===== src/sv/mm_pkg.sv =====
// shared types and constants for the matrix multiply block
package mm_pkg;

    localparam int MODE_W  = 2;
    localparam int IDX_FW  = 5;
    localparam int VALUE_W = 32;
    localparam int PROD_W  = 64;
    localparam int SIZE_W  = 6;

    localparam logic [SIZE_W-1:0] SIZE_RESET = 6'd32;

    localparam int IN_DATA_W  = 48;
    localparam int OUT_DATA_W = 80;

    localparam logic [PROD_W-1:0] PROD_POS_MAX = {1'b0, {(PROD_W-1){1'b1}}};
    localparam logic [PROD_W-1:0] PROD_NEG_MAX = {1'b1, {(PROD_W-1){1'b0}}};

    typedef enum logic [MODE_W-1:0] {
        MODE_WR_A = 2'd0,
        MODE_WR_B = 2'd1,
        MODE_RD_C = 2'd2
    } mode_t;

    typedef struct packed {
        logic clear;
        logic load;
    } mac_ctrl_t;

endpackage


===== src/sv/mm_mac.sv =====
// shared multiply-accumulate unit with registered product
module mm_mac
    import mm_pkg::*;
#(
    parameter int ACC_W = 70
) (
    input  logic                      aclk,
    input  logic                      aresetn,
    input  mac_ctrl_t                 ctrl,
    input  logic signed [VALUE_W-1:0] a,
    input  logic signed [VALUE_W-1:0] b,
    output logic signed [ACC_W-1:0]   acc,
    output logic                      busy
);

    logic signed [PROD_W-1:0] prod_reg;
    logic                     prod_vld_reg;
    logic signed [ACC_W-1:0]  acc_reg;
    logic signed [ACC_W-1:0]  acc_next;

    always_comb begin
        acc_next = acc_reg;
        if (ctrl.clear) begin
            acc_next = '0;
        end else if (prod_vld_reg) begin
            acc_next = acc_reg + ACC_W'(prod_reg);
        end
    end

    always_ff @(posedge aclk) begin
        if (!aresetn) begin
            prod_vld_reg <= 1'b0;
        end else begin
            prod_vld_reg <= ctrl.load;
        end
        prod_reg <= a * b;
        acc_reg  <= acc_next;
    end

    assign acc  = acc_reg;
    assign busy = prod_vld_reg;

endmodule


===== config.mk =====
export PLATFORM = sky130hd
export DESIGN_NAME = mm_mac
export DESIGN_NICKNAME = d
export VERILOG_FILES = /design/src/sv/mm_pkg.sv /design/src/sv/mm_mac.sv
export SDC_FILE = /design/constraint.sdc
export NUM_CORES = 2
export LEC_CHECK = 0
export BUFFER_PORTS_ARGS = -buffer_cell sky130_fd_sc_hd__buf_2
export CORE_MARGIN = 3
export CORE_UTILIZATION = 62
export CTS_BUF_LIST = sky130_fd_sc_hd__clkbuf_16
export DETAILED_ROUTE_END_ITERATION = 8
export PLACE_DENSITY = 0.85
export SYNTH_ARGS = -nofsm -noshare
export SYNTH_HDL_FRONTEND = slang
export SYNTH_SLANG_ARGS = --single-unit

===== constraint.sdc =====
create_clock -name aclk -period 10.3 [get_ports aclk]
set_clock_uncertainty 0.05 [all_clocks]
set_input_delay 2.06 -clock aclk [delete_from_list [all_inputs] [get_ports aclk]]
set_output_delay 2.06 -clock aclk [all_outputs]
set_load 0.03 [all_outputs]

==> impl_metrics.py <==
metrics = {
    "status": {
        "outcome": "complete, no violations",
    },
    "floorplanning": {
        "start_util": 0.628,
        "num_rows": 97,
        "die_h_um": 273,
        "pin_count": 139,
        "die-width_um": 273,
        "core_region_area_mm2": 0.0703,
        "dieArea_mm2": 0.0744,
    },
    "critical_path": {
        "max_stage_delay_ns": 0.63,
        "start_kind": "input port",
        "path_max_fanout": 32,
        "cpMaxStageDelayCell": "buf_2",
        "reg2reg_slack_ns": 6.32,
        "cp_data_required_time_ns": 10.61,
        "critPathCaptureType": "flip-flop",
        "r2r_start": "prod_reg[0]",
        "r2r_end": "acc[62]",
        "worst-path-buf-inv": 5,
        "arrival_ns": 10.04,
        "cp_common_cell": "fa_1",
        "cp_top_family": "adder cells",
        "reg2reg_depth": 14,
        "worstSetupPathType": "in2reg",
    },
    "route": {
        "first_iter_violations": 1929,
        "wire_per_inst_um": 19.9,
        "vias": 33100,
        "drt-total-wl_mm": 114,
        "drt_first_pass_iters": 8,
        "avgViaCountPerCell": 5.80,
        "remaining_drc_errors": 0,
        "ant_nets": 0,
    },
    "synthesis": {
        "syn_area_per_cell_um2": 9.22,
        "synthCells": 4786,
        "synth_top_area_share": 0.492,
        "postSynth.asyncResetShare": 0,
        "yosysSeqAreaShare": 0.0613,
        "synth-main-ff-cell": "dfxtp_1",
        "synth_common_cells": "1083 x fa_1, 1000 x inv_1, 581 x nand2_1",
        "synth_nets": 6190,
        "ys_ff_latch": 135,
        "synth_top_cells_by_area": "fa_1 49%, inv_1 8.5%, and2_1 7.4%",
        "synth_top_area_cell": "fa_1",
        "yosysUniqueCellTypes": 90,
        "yosys_warnings": 0,
        "synthesis.area_mm2": 0.0441,
        "synth_most_common_cell": "fa_1",
        "synth_edf_count": 0,
    },
    "placement": {
        "numPortBuffers": 138,
        "dp_hpwl_mm": 94.2,
        "gp_congestion": 0.939,
    },
    "sta": {
        "fmax_ghz": 0.103,
        "final.period_utilization": 0.945,
        "post-route-min-period_ns": 9.73,
        "setup_viol": 0,
        "slew-limit-headroom": 0.269,
        "maxSlewViolCount": 0,
        "tightest_slew_ns": 1.09,
        "final.setup.tns_ns": 0,
        "hold_viol": 0,
        "rsz0062_at_grt": "false",
    },
    "global_route": {
        "grt_usage": 0.317,
        "grt_first_pass_wirelength_mm": 186,
        "grt_max_degree": 68,
        "grt_remaining_overflow": 0,
        "first_global_vias": 36400,
        "antenna_found_initial": 7,
    },
    "final_layout": {
        "largest_reg_flops": 70,
        "drive_gt1_frac": 0.0568,
        "syn2layout_area_growth_pct": 4.29,
        "layout.nets": 6145,
    },
    "clock_network": {
        "clk_pin_slew_ns": 0.06,
        "ctsHoldBuffers": 0,
        "clkSinkCount": 135,
        "cts_max_path_buffers": 2,
        "cts_tree": "yes",
        "cts_max_level": 4,
        "cts_root_buffer": "clkbuf_16",
        "numCtsBuffers": 17,
        "postCtsSetupBuffers": 0,
        "clkLatencyLatePin_ns": 0.43,
        "post_cts_resized": 0,
    },
    "flow_run": {
        "drv_cap": 0,
    },
    "worst_hold_path": {
        "min_path_type": "reg2reg",
        "worstHoldStart": "acc[67]",
        "worstHoldEndpoint": "acc[67]",
        "min_path_cells": 2,
    },
}
## cells in the final DEF (no fill, tap or decap), types with 9 or more instances in the layout
master	n
a211oi_1	20
a21o_1	75
a21oi_1	129
a31o_2	9
a31oi_1	17
and2_1	524
and3_1	16
buf_2	138
buf_4	50
clkbuf_16	17
dfxtp_1	134
fa_1	1083
ha_1	253
inv_1	1000
mux2i_1	40
nand2_1	581
nand2b_1	18
nand3_1	32
nand4_1	28
nor2_1	152
nor2b_1	14
nor3_1	15
o21a_1	18
o21ai_0	71
o21ai_1	11
o21bai_1	18
xnor2_1	90
xor2_1	42
## worst max path at each step
stage	start	to	slack [ns]	cells after the start
finish	a[12]	prod_reg[62]	0.57	26
global route	a[12]	prod_reg[62]	0.31	26
CTS	a[12]	prod_reg[62]	0.64	26
detailed placement	a[12]	prod_reg[62]	0.22	26
global placement	a[12]	prod_reg[62]	0.28	26
floorplan	b[2]	prod_reg[63]	0.88	24
## metrics by stage
| stage | instance area [um^2] | utilization | worst slack (ns) | hold WS (ns) | cells |
|---|---|---|---|---|---|
| global placement | 45400 | 0.646 | 0.275 | 0.412 | 5662 |
| floorplan | 44100 | - | 0.877 | 0.501 | 4786 |
| finish | 46000 | 0.655 | 0.568 | 0.437 | 5700 |
| CTS | 46000 | 0.654 | 0.639 | 0.436 | 5694 |
| detailed placement | 45400 | 0.646 | 0.221 | 0.425 | 5662 |
| global route | 46000 | 0.655 | 0.305 | 0.460 | 5699 |
## layer usage
layer  vias to the layer above  share of wire  global-route usage
met3                       517          0.063              0.0429
met5                         -       0.000097                   0
li1                      14200              -                   -
met1                     16800           0.35               0.370
met2                      1530           0.51               0.553
met4                         2          0.075               0.202
## tightest hold or removal path, delay by kind of cell (launching register included)
family	cells	cell delay, ns
AOI/OAI and AO/OA	1	0.05
and+or+nand+nor	1	0.06
DFF	1	0.34
## cell families (layout without fill, tap and decap cells)
| logic type | Yosys count | count (layout) | share of synthesized area |
|---|---|---|---|
| AND/OR/NAND/NOR | 1423 | 1423 | 0.160 |
| multiplexers | 40 | 40 | 0.00908 |
| buffers and inverters | 1253 | 1221 | 0.107 |
| flip-flops | 135 | 135 | 0.0613 |
| adder cells (fa/ha/maj) | 1336 | 1336 | 0.563 |
| other | 0 | 6 | 0 |
| XOR/XNOR | 132 | 132 | 0.0262 |
| AO/OA/AOI/OAI | 467 | 467 | 0.0728 |
## area by class of cell
class	count	area, um^2
timing repair buffer	188	1070
clock buffer	17	425
inverter	1001	3760
clock inverter	15	178
tap	940	1180
antenna	6	15.0
sequential	135	2700
fill	5342	24300
multi-input combinational	3398	36700
Power is not shown: default switching activity piles up to over one toggle a cycle in this logic, so the estimate is an artifact.
